<file path="config.mk">
export PLATFORM = sky130hd
export DESIGN_NAME = pc98_partition_entry_parser_flat
export DESIGN_NICKNAME = d
export VERILOG_FILES = /design/src/rtl/pc98pe_pkg.sv /design/src/rtl/pc98pe_if.sv /design/src/rtl/pc98_partition_entry_parser.sv /design/src/rtl/pc98pe_queue.sv /design/src/rtl/pc98pe_front.sv /design/src/rtl/pc98pe_back.sv /design/src/flat_wrapper.sv
export SDC_FILE = /design/constraint.sdc
export NUM_CORES = 2
export LEC_CHECK = 0
export BUFFER_PORTS_ARGS = -buffer_cell sky130_fd_sc_hd__buf_2
export CAP_MARGIN = 0
export CORE_UTILIZATION = 50
export DETAILED_ROUTE_END_ITERATION = 10
export PLACE_DENSITY = 0.75
export SYNTH_ARGS = -nofsm -noshare
export SYNTH_HDL_FRONTEND = slang
export SYNTH_HIERARCHICAL = 1
export SYNTH_SLANG_ARGS = --single-unit
</file>
<file path="constraint.sdc">
create_clock -name clk -period 22 [get_ports clk]
set_input_delay 4.4 -clock clk [delete_from_list [all_inputs] [get_ports clk]]
set_output_delay 4.4 -clock clk [all_outputs]
set_load 0.005 [all_outputs]
</file>
<file path="src/rtl/pc98pe_pkg.sv">
`timescale 1ns / 1ps

package pc98pe_pkg;

    localparam int SECTOR_BYTES_DEF = 512;
    localparam int LABEL_BYTES_DEF  = 16;
    localparam int ENTRY_BYTES      = 32;
    localparam int LABEL_MAX        = 16;
    localparam int LOC_OFFSET       = 4;
    localparam int LABEL_OFFSET     = 16;
    localparam int QUEUE_DEPTH      = 2;
    localparam int CFG_WIDTH        = 48;

    localparam logic [8:0] GEOM_MAX   = 9'd256;
    localparam logic [7:0] CHAR_NUL   = 8'h00;
    localparam logic [7:0] CHAR_SPACE = 8'h20;

    localparam logic [8:0]  HEADS_RESET   = 9'd8;
    localparam logic [8:0]  SECTORS_RESET = 9'd17;
    localparam logic [47:0] DISK_RESET    = 48'd0;
    localparam logic [4:0]  LIMIT_RESET   = 5'd16;

    typedef enum logic [1:0] {
        REG_HEADS,
        REG_SECTORS,
        REG_DISK_BLOCKS,
        REG_ENTRY_LIMIT
    } cfg_index_t;

    typedef enum logic [1:0] {
        ST_EMPTY,
        ST_VALID,
        ST_REJECTED,
        ST_GEOM_ZERO
    } status_t;

    typedef enum logic [1:0] {
        B_IDLE,
        B_MUL_A,
        B_MUL_B,
        B_CHECK
    } back_state_t;

    typedef struct packed {
        logic [8:0]  heads;
        logic [8:0]  sectors;
        logic [47:0] disk_blocks;
        logic [4:0]  entry_limit;
    } cfg_t;

    typedef struct packed {
        logic [15:0] cyl;
        logic [7:0]  hd;
        logic [7:0]  sec;
    } loc_t;

    typedef struct packed {
        logic [3:0]                 index;
        logic                       last;
        logic                       empty;
        logic                       boot;
        loc_t [2:0]                 locs;
        logic [4:0]                 label_len;
        logic [LABEL_MAX-1:0][7:0]  label;
    } entry_rec_t;

    typedef struct packed {
        logic [3:0]  entry_index;
        status_t     status;
        logic [31:0] start_block;
        logic [31:0] data_block;
        logic [32:0] block_count;
        logic        bootable;
        logic        has_label;
        logic [4:0]  label_length;
        logic [63:0] label_head;
        logic [63:0] label_tail;
        logic        last_entry;
    } result_t;

endpackage

</file>
<file path="src/rtl/pc98pe_if.sv">
`timescale 1ns / 1ps

interface pc98pe_byte_if;
    logic       valid;
    logic       ready;
    logic [7:0] data_byte;

    modport source (output valid, output data_byte, input ready);
    modport sink (input valid, input data_byte, output ready);
endinterface

interface pc98pe_result_if;
    logic        valid;
    logic        ready;
    logic [3:0]  entry_index;
    logic [1:0]  status;
    logic [31:0] start_block;
    logic [31:0] data_block;
    logic [32:0] block_count;
    logic        bootable;
    logic        has_label;
    logic [4:0]  label_length;
    logic [63:0] label_head;
    logic [63:0] label_tail;
    logic        last_entry;

    modport source (
        output valid, output entry_index, output status, output start_block,
        output data_block, output block_count, output bootable, output has_label,
        output label_length, output label_head, output label_tail, output last_entry,
        input ready
    );
    modport sink (
        input valid, input entry_index, input status, input start_block,
        input data_block, input block_count, input bootable, input has_label,
        input label_length, input label_head, input label_tail, input last_entry,
        output ready
    );
endinterface

</file>
<file path="src/rtl/pc98_partition_entry_parser.sv">
`timescale 1ns / 1ps

// Channel   Dir  Payload                                    Request
// sector    in   data_byte                                  one sector byte
// result    out  entry_index, status, blocks, label fields  one table entry
// wr_*      in   wr_index, wr_data                          register write
//
// Takes one byte per cycle; one result per 32 bytes for entries within the limit.
// Back end per entry: IDLE loads it, a MUL_A/MUL_B pair per location computes its block, CHECK builds the result.
// Input stalls only on an entry's last byte while both queue slots are full.
// Reset loads the register defaults and restarts at sector byte 0; no clearing pass.

module pc98_partition_entry_parser #(
    parameter int SECTOR_BYTES = pc98pe_pkg::SECTOR_BYTES_DEF,
    parameter int LABEL_BYTES  = pc98pe_pkg::LABEL_BYTES_DEF
) (
    input  logic                                clk,
    input  logic                                rst_n,
    pc98pe_byte_if.sink                         sector,
    pc98pe_result_if.source                     result,
    input  logic                                wr_en,
    input  pc98pe_pkg::cfg_index_t              wr_index,
    input  logic [pc98pe_pkg::CFG_WIDTH-1:0]    wr_data
);
    import pc98pe_pkg::*;

    cfg_t        cfg_reg;
    logic [8:0]  geom_value;
    logic        q_push;
    logic        q_full;
    logic        q_pop;
    logic        q_empty;
    entry_rec_t  q_in;
    entry_rec_t  q_head;

    assign geom_value = (wr_data[8:0] > GEOM_MAX) ? GEOM_MAX : wr_data[8:0];

    always_ff @(posedge clk or negedge rst_n)
    begin
        if (!rst_n)
        begin
            cfg_reg.heads       <= HEADS_RESET;
            cfg_reg.sectors     <= SECTORS_RESET;
            cfg_reg.disk_blocks <= DISK_RESET;
            cfg_reg.entry_limit <= LIMIT_RESET;
        end
        else if (wr_en)
        begin
            unique case (wr_index)
                REG_HEADS:       cfg_reg.heads       <= geom_value;
                REG_SECTORS:     cfg_reg.sectors     <= geom_value;
                REG_DISK_BLOCKS: cfg_reg.disk_blocks <= wr_data[47:0];
                REG_ENTRY_LIMIT: cfg_reg.entry_limit <= wr_data[4:0];
                default:         cfg_reg             <= cfg_reg;
            endcase
        end
    end

    pc98pe_front #(
        .SECTOR_BYTES (SECTOR_BYTES),
        .LABEL_BYTES  (LABEL_BYTES)
    ) u_front (
        .clk         (clk),
        .rst_n       (rst_n),
        .sector      (sector),
        .entry_limit (cfg_reg.entry_limit),
        .q_full      (q_full),
        .push        (q_push),
        .push_rec    (q_in)
    );

    pc98pe_queue u_queue (
        .clk      (clk),
        .rst_n    (rst_n),
        .push     (q_push),
        .push_rec (q_in),
        .full     (q_full),
        .pop      (q_pop),
        .head     (q_head),
        .empty    (q_empty)
    );

    pc98pe_back u_back (
        .clk     (clk),
        .rst_n   (rst_n),
        .cfg     (cfg_reg),
        .head    (q_head),
        .q_empty (q_empty),
        .pop     (q_pop),
        .result  (result)
    );

endmodule

</file>
<file path="src/rtl/pc98pe_queue.sv">
`timescale 1ns / 1ps

module pc98pe_queue (
    input  logic                    clk,
    input  logic                    rst_n,
    input  logic                    push,
    input  pc98pe_pkg::entry_rec_t  push_rec,
    output logic                    full,
    input  logic                    pop,
    output pc98pe_pkg::entry_rec_t  head,
    output logic                    empty
);
    import pc98pe_pkg::*;

    localparam int PTW = (QUEUE_DEPTH > 1) ? $clog2(QUEUE_DEPTH) : 1;
    localparam int CNW = $clog2(QUEUE_DEPTH + 1);
    localparam logic [PTW-1:0] PTR_LAST = PTW'(QUEUE_DEPTH - 1);
    localparam logic [CNW-1:0] CNT_FULL = CNW'(QUEUE_DEPTH);

    entry_rec_t           slot_reg [QUEUE_DEPTH];
    logic [PTW-1:0]       wr_ptr_reg;
    logic [PTW-1:0]       wr_ptr_next;
    logic [PTW-1:0]       rd_ptr_reg;
    logic [PTW-1:0]       rd_ptr_next;
    logic [CNW-1:0]       count_reg;
    logic [CNW-1:0]       count_next;

    assign full  = (count_reg == CNT_FULL);
    assign empty = (count_reg == '0);
    assign head  = slot_reg[rd_ptr_reg];

    always_comb
    begin
        wr_ptr_next = wr_ptr_reg;
        rd_ptr_next = rd_ptr_reg;
        count_next  = count_reg;
        if (push)
        begin
            wr_ptr_next = (wr_ptr_reg == PTR_LAST) ? '0 : wr_ptr_reg + PTW'(1);
        end
        if (pop)
        begin
            rd_ptr_next = (rd_ptr_reg == PTR_LAST) ? '0 : rd_ptr_reg + PTW'(1);
        end
        priority if (push && !pop)
        begin
            count_next = count_reg + CNW'(1);
        end
        else if (pop && !push)
        begin
            count_next = count_reg - CNW'(1);
        end
    end

    always_ff @(posedge clk or negedge rst_n)
    begin
        if (!rst_n)
        begin
            wr_ptr_reg <= '0;
            rd_ptr_reg <= '0;
            count_reg  <= '0;
        end
        else
        begin
            wr_ptr_reg <= wr_ptr_next;
            rd_ptr_reg <= rd_ptr_next;
            count_reg  <= count_next;
        end
    end

    always_ff @(posedge clk)
    begin
        if (push)
        begin
            slot_reg[wr_ptr_reg] <= push_rec;
        end
    end

`ifndef SYNTH
    a_no_overflow: assert property (@(posedge clk) disable iff (!rst_n)
        push |-> !full || pop)
        else $error("queue push while full");

    a_no_underflow: assert property (@(posedge clk) disable iff (!rst_n)
        pop |-> !empty)
        else $error("queue pop while empty");

    a_count_bound: assert property (@(posedge clk) disable iff (!rst_n)
        count_reg <= CNT_FULL)
        else $error("queue count out of range");
`endif

endmodule

</file>
<file path="src/rtl/pc98pe_front.sv">
`timescale 1ns / 1ps

module pc98pe_front #(
    parameter int SECTOR_BYTES = pc98pe_pkg::SECTOR_BYTES_DEF,
    parameter int LABEL_BYTES  = pc98pe_pkg::LABEL_BYTES_DEF
) (
    input  logic                    clk,
    input  logic                    rst_n,
    pc98pe_byte_if.sink             sector,
    input  logic [4:0]              entry_limit,
    input  logic                    q_full,
    output logic                    push,
    output pc98pe_pkg::entry_rec_t  push_rec
);
    import pc98pe_pkg::*;

    localparam int PW    = $clog2(SECTOR_BYTES);
    localparam int OW    = $clog2(ENTRY_BYTES);
    localparam int EW    = PW - OW;
    localparam int CW    = (EW + 1 > 5) ? EW + 1 : 5;
    localparam int TOTAL = SECTOR_BYTES / ENTRY_BYTES;
    localparam int LIW   = $clog2(LABEL_MAX);
    localparam logic [PW-1:0] POS_LAST  = PW'(SECTOR_BYTES - 1);
    localparam logic [OW-1:0] OFF_LAST  = OW'(ENTRY_BYTES - 1);
    localparam logic [OW:0]   LOC_LO    = (OW + 1)'(LOC_OFFSET);
    localparam logic [OW:0]   LOC_HI    = (OW + 1)'(LOC_OFFSET + 12);
    localparam logic [OW:0]   LABEL_LO  = (OW + 1)'(LABEL_OFFSET);
    localparam logic [OW:0]   LABEL_HI  = (OW + 1)'(LABEL_OFFSET + LABEL_BYTES);
    localparam logic [CW-1:0] TOTAL_EXT = CW'(TOTAL);

    logic [PW-1:0]              pos_reg;
    logic [4:0]                 count_reg;
    logic [4:0]                 count_next;
    logic                       stopped_reg;
    logic                       stopped_next;
    logic [LABEL_MAX-1:0][7:0]  label_reg;
    logic [LABEL_MAX-1:0][7:0]  label_next;
    logic [7:0]                 mark0_reg;
    logic [7:0]                 mark1_reg;
    logic [11:0][7:0]           loc_bytes_reg;

    logic [OW-1:0] off;
    logic [OW:0]   off_ext;
    logic [CW-1:0] entry_ext;
    logic [CW-1:0] limit_ext;
    logic          emit;
    logic          accept;
    logic          in_label;
    logic [3:0]    loc_sel;

    assign off       = pos_reg[OW-1:0];
    assign off_ext   = {1'b0, off};
    assign entry_ext = CW'(pos_reg[PW-1:OW]);
    assign limit_ext = (CW'(entry_limit) < TOTAL_EXT) ? CW'(entry_limit) : TOTAL_EXT;
    assign emit      = (off == OFF_LAST) && (entry_ext < limit_ext);
    assign sector.ready = !(emit && q_full);
    assign accept    = sector.valid && sector.ready;
    assign push      = accept && emit;
    assign in_label  = (off_ext >= LABEL_LO) && (off_ext < LABEL_HI);
    assign loc_sel   = 4'(off_ext - LOC_LO);

    always_comb
    begin
        label_next   = label_reg;
        count_next   = count_reg;
        stopped_next = stopped_reg;
        if (off == '0)
        begin
            label_next   = '0;
            count_next   = '0;
            stopped_next = 1'b0;
        end
        if (in_label && !stopped_reg)
        begin
            if (sector.data_byte == CHAR_NUL || sector.data_byte == CHAR_SPACE)
            begin
                stopped_next = 1'b1;
            end
            else if (count_reg < 5'(LABEL_MAX))
            begin
                label_next[count_reg[LIW-1:0]] = sector.data_byte;
                count_next = count_reg + 5'd1;
            end
        end
    end

    always_comb
    begin
        push_rec           = '0;
        push_rec.index     = entry_ext[3:0];
        push_rec.last      = (entry_ext + CW'(1)) == limit_ext;
        push_rec.empty     = (mark0_reg == 8'h00);
        push_rec.boot      = mark0_reg[7] && mark1_reg[7];
        push_rec.label_len = count_next;
        push_rec.label     = label_next;
        for (int i = 0; i < 3; i++)
        begin
            push_rec.locs[i].sec = loc_bytes_reg[4 * i];
            push_rec.locs[i].hd  = loc_bytes_reg[4 * i + 1];
            push_rec.locs[i].cyl = {loc_bytes_reg[4 * i + 3], loc_bytes_reg[4 * i + 2]};
        end
    end

    always_ff @(posedge clk or negedge rst_n)
    begin
        if (!rst_n)
        begin
            pos_reg     <= '0;
            count_reg   <= '0;
            stopped_reg <= 1'b0;
        end
        else if (accept)
        begin
            pos_reg     <= (pos_reg == POS_LAST) ? '0 : pos_reg + PW'(1);
            count_reg   <= count_next;
            stopped_reg <= stopped_next;
        end
    end

    always_ff @(posedge clk)
    begin
        if (accept)
        begin
            label_reg <= label_next;
            if (off == '0)
            begin
                mark0_reg <= sector.data_byte;
            end
            if (off == OW'(1))
            begin
                mark1_reg <= sector.data_byte;
            end
            if (off_ext >= LOC_LO && off_ext < LOC_HI)
            begin
                loc_bytes_reg[loc_sel] <= sector.data_byte;
            end
        end
    end

endmodule

</file>
<file path="src/rtl/pc98pe_back.sv">
`timescale 1ns / 1ps

module pc98pe_back (
    input  logic                    clk,
    input  logic                    rst_n,
    input  pc98pe_pkg::cfg_t        cfg,
    input  pc98pe_pkg::entry_rec_t  head,
    input  logic                    q_empty,
    output logic                    pop,
    pc98pe_result_if.source         result
);
    import pc98pe_pkg::*;

    back_state_t       state_reg;
    back_state_t       state_next;
    logic [1:0]        idx_reg;
    entry_rec_t        work_reg;
    logic [23:0]       part_reg;
    logic [2:0][31:0]  blk_reg;
    logic [2:0]        ok_reg;
    result_t           out_reg;
    result_t           res_next;
    logic              out_valid_reg;
    logic              load_out;
    loc_t              cur;
    logic              geom_zero;
    logic [31:0]       start_blk;
    logic [31:0]       data_blk;
    logic [31:0]       end_blk;

    assign cur       = work_reg.locs[idx_reg];
    assign geom_zero = (cfg.heads == '0) || (cfg.sectors == '0);
    assign start_blk = blk_reg[0];
    assign data_blk  = blk_reg[1];
    assign end_blk   = blk_reg[2];

    always_comb
    begin
        state_next = state_reg;
        unique case (state_reg)
            B_IDLE:
            begin
                if (!q_empty)
                begin
                    state_next = B_MUL_A;
                end
            end
            B_MUL_A:
            begin
                state_next = B_MUL_B;
            end
            B_MUL_B:
            begin
                state_next = (idx_reg == 2'd2) ? B_CHECK : B_MUL_A;
            end
            B_CHECK:
            begin
                if (!out_valid_reg || result.ready)
                begin
                    state_next = B_IDLE;
                end
            end
            default:
            begin
                state_next = B_IDLE;
            end
        endcase
    end

    always_comb
    begin
        pop      = (state_reg == B_IDLE) && !q_empty;
        load_out = (state_reg == B_CHECK) && (!out_valid_reg || result.ready);
    end

    always_comb
    begin
        res_next             = '0;
        res_next.entry_index = work_reg.index;
        res_next.last_entry  = work_reg.last;
        priority if (geom_zero)
        begin
            res_next.status = ST_GEOM_ZERO;
        end
        else if (work_reg.empty)
        begin
            res_next.status = ST_EMPTY;
        end
        else if (!(&ok_reg) || data_blk < start_blk || end_blk < data_blk
                 || {16'h0000, end_blk} >= cfg.disk_blocks)
        begin
            res_next.status = ST_REJECTED;
        end
        else
        begin
            res_next.status       = ST_VALID;
            res_next.start_block  = start_blk;
            res_next.data_block   = data_blk;
            res_next.block_count  = 33'(end_blk) - 33'(data_blk) + 33'd1;
            res_next.bootable     = work_reg.boot;
            res_next.has_label    = (work_reg.label_len != '0);
            res_next.label_length = work_reg.label_len;
            res_next.label_head   = work_reg.label[7:0];
            res_next.label_tail   = work_reg.label[15:8];
        end
    end

    always_ff @(posedge clk or negedge rst_n)
    begin
        if (!rst_n)
        begin
            state_reg     <= B_IDLE;
            idx_reg       <= '0;
            out_valid_reg <= 1'b0;
        end
        else
        begin
            state_reg <= state_next;
            if (pop)
            begin
                idx_reg <= '0;
            end
            else if (state_reg == B_MUL_B)
            begin
                idx_reg <= idx_reg + 2'd1;
            end
            if (load_out)
            begin
                out_valid_reg <= 1'b1;
            end
            else if (result.ready)
            begin
                out_valid_reg <= 1'b0;
            end
        end
    end

    always_ff @(posedge clk)
    begin
        if (pop)
        begin
            work_reg <= head;
        end
        if (state_reg == B_MUL_A)
        begin
            part_reg <= 24'(25'(cur.cyl) * 25'(cfg.heads) + 25'(cur.hd));
            ok_reg[idx_reg] <= ({1'b0, cur.hd} < cfg.heads) && ({1'b0, cur.sec} < cfg.sectors);
        end
        if (state_reg == B_MUL_B)
        begin
            blk_reg[idx_reg] <= 32'(33'(part_reg) * 33'(cfg.sectors) + 33'(cur.sec));
        end
        if (load_out)
        begin
            out_reg <= res_next;
        end
    end

    assign result.valid        = out_valid_reg;
    assign result.entry_index  = out_reg.entry_index;
    assign result.status       = out_reg.status;
    assign result.start_block  = out_reg.start_block;
    assign result.data_block   = out_reg.data_block;
    assign result.block_count  = out_reg.block_count;
    assign result.bootable     = out_reg.bootable;
    assign result.has_label    = out_reg.has_label;
    assign result.label_length = out_reg.label_length;
    assign result.label_head   = out_reg.label_head;
    assign result.label_tail   = out_reg.label_tail;
    assign result.last_entry   = out_reg.last_entry;

`ifndef SYNTH
    a_valid_count: assert property (@(posedge clk) disable iff (!rst_n)
        out_valid_reg && out_reg.status == ST_VALID |-> out_reg.block_count != '0)
        else $error("valid entry with zero block count");

    a_other_zero: assert property (@(posedge clk) disable iff (!rst_n)
        out_valid_reg && out_reg.status != ST_VALID |->
            out_reg.block_count == '0 && !out_reg.bootable && out_reg.label_length == '0)
        else $error("non-valid entry carries data");

    a_hold_check: assert property (@(posedge clk) disable iff (!rst_n)
        state_reg == B_CHECK && out_valid_reg && !result.ready |=> state_reg == B_CHECK)
        else $error("result dropped while output stalled");
`endif

endmodule

</file>
<file path="src/flat_wrapper.sv">
// flat-port wrapper written by rule: the top's interface ports become plain ports
module pc98_partition_entry_parser_flat import pc98pe_pkg::*;
#(
    parameter int SECTOR_BYTES = pc98pe_pkg::SECTOR_BYTES_DEF,
    parameter int LABEL_BYTES  = pc98pe_pkg::LABEL_BYTES_DEF
)
  (clk, rst_n, wr_en, wr_index, wr_data, sector_valid, sector_data_byte, sector_ready, result_valid, result_entry_index, result_status, result_start_block, result_data_block, result_block_count, result_bootable, result_has_label, result_label_length, result_label_head, result_label_tail, result_last_entry, result_ready);
  pc98pe_byte_if sector_i ();
  pc98pe_result_if result_i ();
  input  logic clk;
  input  logic rst_n;
  input  logic wr_en;
  input  pc98pe_pkg::cfg_index_t wr_index;
  input  logic [pc98pe_pkg::CFG_WIDTH-1:0] wr_data;
  input wire logic [$bits(sector_i.valid)-1:0] sector_valid;
  input wire logic [$bits(sector_i.data_byte)-1:0] sector_data_byte;
  output wire logic [$bits(sector_i.ready)-1:0] sector_ready;
  output wire logic [$bits(result_i.valid)-1:0] result_valid;
  output wire logic [$bits(result_i.entry_index)-1:0] result_entry_index;
  output wire logic [$bits(result_i.status)-1:0] result_status;
  output wire logic [$bits(result_i.start_block)-1:0] result_start_block;
  output wire logic [$bits(result_i.data_block)-1:0] result_data_block;
  output wire logic [$bits(result_i.block_count)-1:0] result_block_count;
  output wire logic [$bits(result_i.bootable)-1:0] result_bootable;
  output wire logic [$bits(result_i.has_label)-1:0] result_has_label;
  output wire logic [$bits(result_i.label_length)-1:0] result_label_length;
  output wire logic [$bits(result_i.label_head)-1:0] result_label_head;
  output wire logic [$bits(result_i.label_tail)-1:0] result_label_tail;
  output wire logic [$bits(result_i.last_entry)-1:0] result_last_entry;
  input wire logic [$bits(result_i.ready)-1:0] result_ready;
  assign sector_i.valid = sector_valid;
  assign sector_i.data_byte = sector_data_byte;
  assign sector_ready = sector_i.ready;
  assign result_valid = result_i.valid;
  assign result_entry_index = result_i.entry_index;
  assign result_status = result_i.status;
  assign result_start_block = result_i.start_block;
  assign result_data_block = result_i.data_block;
  assign result_block_count = result_i.block_count;
  assign result_bootable = result_i.bootable;
  assign result_has_label = result_i.has_label;
  assign result_label_length = result_i.label_length;
  assign result_label_head = result_i.label_head;
  assign result_label_tail = result_i.label_tail;
  assign result_last_entry = result_i.last_entry;
  assign result_i.ready = result_ready;
  pc98_partition_entry_parser #(.SECTOR_BYTES(SECTOR_BYTES), .LABEL_BYTES(LABEL_BYTES)) u_core (.clk(clk), .rst_n(rst_n), .sector(sector_i), .result(result_i), .wr_en(wr_en), .wr_index(wr_index), .wr_data(wr_data));
endmodule
</file>
== After elaboration in Yosys (flattened, before gate mapping) ==
Memories as Yosys holds them, arrays and structs flattened. A register that Yosys moved wholly into a read port is not among the register bits.
Cells that the tools add are included.

* Output and inout port bits: 241
* Register bits after elaboration: 697
* Bits of input ports: 63
* Bits in writable memories: 472
* Memories kept: 1

{| class="wikitable"
|+ Memories
! memory !! depth !! width !! read ports !! clocked after memory_dff !! wr ports !! RTL line !! text
|-
| u_core.u_queue.slot_reg || 2 || 236 || 1 || 1 || 1 || pc98pe_queue.sv:20 || <nowiki>entry_rec_t slot_reg [QUEUE_DEPTH];</nowiki>
|}

* Multiplexer cells: 44
* Reductions and logical operators: 51
* $mul: 2
* Equal/unequal tests: 15
* Order comparisons: 19
* Add/subtract/negate cells: 13

{| class="wikitable"
|+ Operator list
! operator !! number
|-
| two-way mux 128 bit || 4
|-
| bitwise mux 96 bit || 2
|-
| bitwise mux 128 bit || 1
|-
| binary-select mux 32 bit (select 2 bit) || 1
|-
| demux 32 bit (select 2 bit) || 1
|-
| demux 8 bit (select 4 bit) || 2
|-
| less-than comparator 32 bit || 2
|-
| two-way mux 32 bit || 2
|-
| greater-or-equal comparator 32 x 48 -> 1 bit || 1
|-
| adder 33 x 1 -> 33 bit (second input constant) || 1
|-
| subtractor 32 x 32 -> 33 bit || 1
|-
| adder 32 x 8 -> 32 bit || 1
|-
| multiplier 24 x 9 -> 32 bit || 1
|-
| two-way mux 5 bit || 5
|-
| adder 24 x 8 -> 24 bit || 1
|-
| multiplier 16 x 9 -> 24 bit || 1
|-
| zero test 9 bit || 2
|-
| less-than comparator 8 x 9 -> 1 bit || 2
|-
| two-way mux 2 bit || 9
|-
| two-way mux 9 bit || 2
|-
| logical AND 1 bit || 16
|-
| zero test 8 bit || 2
|-
| two-way mux 8 bit || 2
|-
| AND reduction 2 bit || 8
|-
| other kinds (37) || 74
|}

== Longest topological paths before layout ==
* Word-level depth: 12
* Depth in mapped cells: 28

== Modules after synthesis ==
The synthesis kept the hierarchy.

{| class="wikitable"
|+ Modules (own cells, without submodules)
! module !! times used !! area an instance (µm²) !! cells each
|-
| pc98pe_back || 1 || 37005.5 || 2904
|-
| pc98pe_queue || 1 || 17357.9 || 750
|-
| pc98pe_front || 1 || 10712.8 || 863
|-
| pc98_partition_entry_parser || 1 || 2807.7 || 162
|}

== Worst setup path before layout ==
Ideal clock, no wire load.

* Path type: flip-flop to flip-flop
* Start point: reg u_core.u_back.state_reg[0]
* End point: reg u_core.u_queue.count_reg[1]
* Clock period less this slack: 18.320 ns
* Slack: 3.680 ns
* Arrival: 18.241 ns
* Path buffers: 1
* Data required time: 21.921 ns
* Cell stages (with the launch flop): 7
* Path through: dfrtp_1 > clkbuf_1 > nor3_1 > inv_1 > ha_1 > nor2_1 > xor2_1

* Longest elaborated chain between the ends: 5
* Elaborated cells between the ends (all ways): 7
* Classes of those cells: 1 x mux; 6 x reduce/logical

{| class="wikitable"
|+ Ends and longest elaborated chain
! element !! RTL line !! text
|-
| start: declaration || pc98pe_back.sv:14 || <nowiki>back_state_t state_reg;</nowiki>
|-
| start signal: assignment || pc98pe_back.sv:118 || <nowiki>state_reg <= state_next;</nowiki>
|-
| zero test 2 bit * || pc98pe_back.sv:72 || <nowiki>pop = (state_reg == B_IDLE) && !q_empty;</nowiki>
|-
| logical AND 1 bit * || pc98pe_back.sv:72 ||
|-
| named net u_core.q_pop || pc98_partition_entry_parser.sv:31 || <nowiki>logic q_pop;</nowiki>
|-
| zero test 1 bit || pc98pe_queue.sv:45 || <nowiki>priority if (push && !pop)</nowiki>
|-
| logical AND 1 bit || pc98pe_queue.sv:45 ||
|-
| two-way mux 2 bit / nonzero test 2 bit (equally long branches) || - ||
|-
| end signal: assignment || pc98pe_queue.sv:67 || <nowiki>count_reg <= count_next;</nowiki>
|-
| end: declaration || pc98pe_queue.sv:25 || <nowiki>logic [CNW-1:0] count_reg;</nowiki>
|}

The timed path passes the listed nets; every way through them passes the cells marked *.
A chain may end at the register's enable or synchronous reset.

== Final worst setup path ==
* Start point: in sector_valid
* End point: mem u_core/u_queue/slot_reg[0][39] in the netlist's numbering, enable pin

* Longest elaborated chain between the ends: 4

{| class="wikitable"
|+ Ends and longest elaborated chain
! element !! RTL line !! text
|-
| start: declaration || flat_wrapper.sv:15 || <nowiki>input wire logic [$bits(sector_i.valid)-1:0] sector_valid;</nowiki>
|-
| logical AND 1 bit || pc98pe_front.sv:57 || <nowiki>assign accept = sector.valid && sector.ready;</nowiki>
|-
| logical AND 1 bit || pc98pe_front.sv:58 || <nowiki>assign push = accept && emit;</nowiki>
|-
| named net u_core.q_push || pc98_partition_entry_parser.sv:29 || <nowiki>logic q_push;</nowiki>
|-
| two-way mux 1 bit || pc98pe_queue.sv:73 || <nowiki>if (push)</nowiki>
|-
| two-way mux 1 bit (not written as such) || pc98pe_queue.sv:75 || <nowiki>slot_reg[wr_ptr_reg] <= push_rec;</nowiki>
|-
| end: declaration || pc98pe_queue.sv:20 ||
|}

The timed path passes the listed nets, and every way through them passes these cells.

==> summary.md <==
| Metric | Value |
|---|---|
| H-Tree Depth | `4` |
| Synth area leader | `edfxtp_1` |
| Max reg flops | `472` |
| Psw | `0.004211 W` |
| Worst Tran Pin Value | `1.330 ns` |
| Leakage power | `approximately 30 nW` |
| Worst Path Arrival | `8.38 ns` |
| I/O pin total | `around 300` |
| Drt drc | `0` |
| Hold Path Class | `reg2reg` |
| Antenna violations before repair | `4` |
| Register area share after synthesis | `0.6115` |
| Hold Buf Count CTS | `0` |
| Clock Pin Slew Worst Setup and Hold Paths | `0.06 ns` |
| Via Count | `37.52k` |
| Starting DRT DRC Count | `3222` |
| Ratio of cells with drive above 1 in the final layout | `0.1996` |
| CP Launch Type | `input pin` |
| CP max FO | `77` |
| Synth Flop Type | `edfxtp_1` |
| Clock power share | `0.216` |
| Clock Tree Buf Depth | `3` |
| Slew Limit Fails | `0` |
| Total wire length | `around 150000 um` |
| #FFs+latches synth | `1398` |
| Relative slew margins | `0.1062` |
| Top cell type's share of synthesized area | `0.5764` |
| Hold Path Cell Cnt | `0` |
| DIE HEIGHT | `370.5 um` |
| IO Port Bufs | `303` |
| Final Cycle Share | `0.3628` |
| CTS tree | `done` |
| Clk_lat worst skew | `about 0.8 ns` |
| Netlist cell types | `99` |
| Vias per cell | `approximately 5.5` |
| Comb pwr share | `0.428` |
| Syn Inst Count | `4679` |
| R2R depth | `26` |
| Crit path time final | `roughly 8 ns` |
| Setup_tns | `0 ns` |
| Sequential share of power | `0.356` |
| FILL cells | `slightly above 10k` |
| RSZ-0062 raised after global routing | `no` |
| Vias in the first global route | `37.84k` |
| Sink Count | `1398` |
| Initial Util | `0.5061` |
| WL/cell | `21.29 um` |
| Avg Inst Size Synth | `14.51 um^2` |
| HPWL after DPL | `around 100000 um` |
| CP required | `22.40 ns` |
| Die Span X | `approximately 370 um` |
| Clk_skew | `0.07091 ns` |
| Max Fclk | `125.3 MHz` |
| Critical path type | `in2reg` |
| PD cells | `148.6 mW/mm^2` |
| CTS resizes | `0` |
| Post-synthesis async set-or-reset flop share | `0.06795` |
| Setup Buffers After CTS | `0` |
| Final setup fails | `0` |
| RePlAce Congestion | `between 0.9 and 1` |
| Area Growth Syn to Fin | `11.44%` |
| Final critical-path setup slack | `14.02 ns` |
| Post-synth EDFFs | `1303` |
| Post-synth top cells | `edfxtp_1, nand2_1, inv_1, and2_1, ha_1` |
| Net Count, Synth | `roughly 5.3k` |
| Internal power | `0.007027 W` |
| Die area | `0.1372 mm^2` |
| Pin count of the biggest net entering global routing | `176` |
| Final ANT Viol Nets | `0` |
| Yosys warns | `6` |
| ANT cells | `0` |
| Total track usage | `0.2135` |
| Root Buffer Master | `clkbuf_16` |
| Final hold vios | `0` |
| TritonCTS Buffers | `143` |
| Core area | `0.1341 mm^2` |
| Final nets | `around 5.6k` |
| Synthesized area | `0.06788 mm^2` |
| Max Cap Viol | `0` |
| Synth top area cells | `edfxtp_1, fa_1, ha_1, mux2_2, dfrtp_1` |
| Grt ovf | `0` |
| Rows | `between 100 and 150` |
| Setup crit end kind | `flop` |
| Worst slack, placed | `13.29 ns` |
| Outcome | `completed` |
| VDD IR-drop max | `138.5 uV` |
| Global-route wire length before repair | `~220000 um` |
| TritonRoute pass-1 iters | `5` |
| Most frequent cell after synthesis | `edfxtp_1` |
| Switching Share | `0.3747` |
==> area by class of cell <==
| cell class | instances | area [um^2] | share of cell area |
|---|---|---|---|
| multi-input cells | 2720 | 23790 | 0.3145 |
| inverters | 380 | 1429 | 0.01889 |
| clock inverters | 83 | 1023 | 0.01353 |
| flip-flops and latches | 1398 | 41510 | 0.5488 |
| well taps | 1768 | 2212 | 0.02924 |
| repair buffers | 348 | 1869 | 0.02471 |
| clock buffers | 180 | 3807 | 0.05033 |
==> cell usage in the layout, fill, tap and decap left out, types with 10 or more instances in the layout <==
master	n
edfxtp_1	1303
nand2_1	490
inv_1	378
and2_1	346
ha_1	307
buf_2	302
mux2_2	288
fa_1	276
clkbuf_16	143
o21ai_0	131
nor2_1	116
a21oi_1	107
dfrtp_1	89
xnor2_1	69
o21ai_1	66
nor2_4	60
a21o_1	49
buf_4	45
mux2i_1	32
clkbuf_1	28
nor3_1	26
nor2b_1	24
xor2_1	24
clkinv_1	23
o21bai_1	23
nand2b_1	23
nand3_1	22
clkinv_2	20
mux2_4	20
nand4_1	19
o21ai_2	17
bufinv_16	11
or2_2	10
o211ai_1	10
==> power by group through the flow <==
stage	registers [W]	logic, W	clock network [W]
5_1_grt	0.00402	0.00539	0.00258
4_1_cts	0.00400	0.00483	0.00247
6_report	0.00400	0.00481	0.00243
3_5_place_dp	0.00405	0.00477	0
2_1_floorplan	0.00400	0.00368	0
3_3_place_gp	0.00404	0.00467	0
==> logic make-up after synthesis <==
family                   share of synthesized area
adder cells (fa/ha/maj)                     0.1380
buffers and inverters                      0.03933
AO/OA/AOI/OAI                              0.04601
XOR/XNOR                                   0.01200
flip-flops                                  0.6115
AND/OR/NAND/NOR                            0.09629
multiplexers                               0.05692
==> worst max-delay path, stage by stage <==
cell and delay (ns):
buf_2 0.15, o21ai_2 0.07, buf_4 0.27, nor3_1 0.47, nor2b_4 1.03, buf_4 0.98
buf_4 0.88
==> through the flow <==
step,power [W],std cells,utilization,hold WS [ns],area [um^2]
after detailed placement,0.008817,6614,0.5279,0.4080,70810
after CTS,0.01129,6877,0.5640,0.4180,75640
final,0.01124,6877,0.5640,0.4210,75650
after floorplan,0.007684,4679,-,0.4003,67880
after global placement,0.008709,6614,0.5279,0.4032,70810
after global routing,0.01200,6877,0.5640,0.4233,75650
==> worst paths after layout <==
kind	endpoint	from	slack, ns
max	u_core/u_queue/slot_reg[0][39]	sector_valid	14.02
min	u_core/u_queue/slot_reg[0][140]	u_core/u_front/push_rec[140]	0.42
max reg2reg	u_core/u_back/part_reg[22]	u_core/u_back/idx_reg[0]	14.76
min reg2reg	u_core/u_queue/slot_reg[0][140]	u_core/u_front/push_rec[140]	0.42
max in group asynchronous	u_core/u_back/idx_reg[0]	rst_n	16.95
min in group asynchronous	u_core/cfg_reg[17]	rst_n	3.63
==> routing by layer <==
layer	global-route usage	wire [um]
met1	0.2876	61950
met2	0.3533	71300
met3	0.03349	9080
met4	0.07368	4102
met5	0	13
Power figures use the tool's default switching activity.
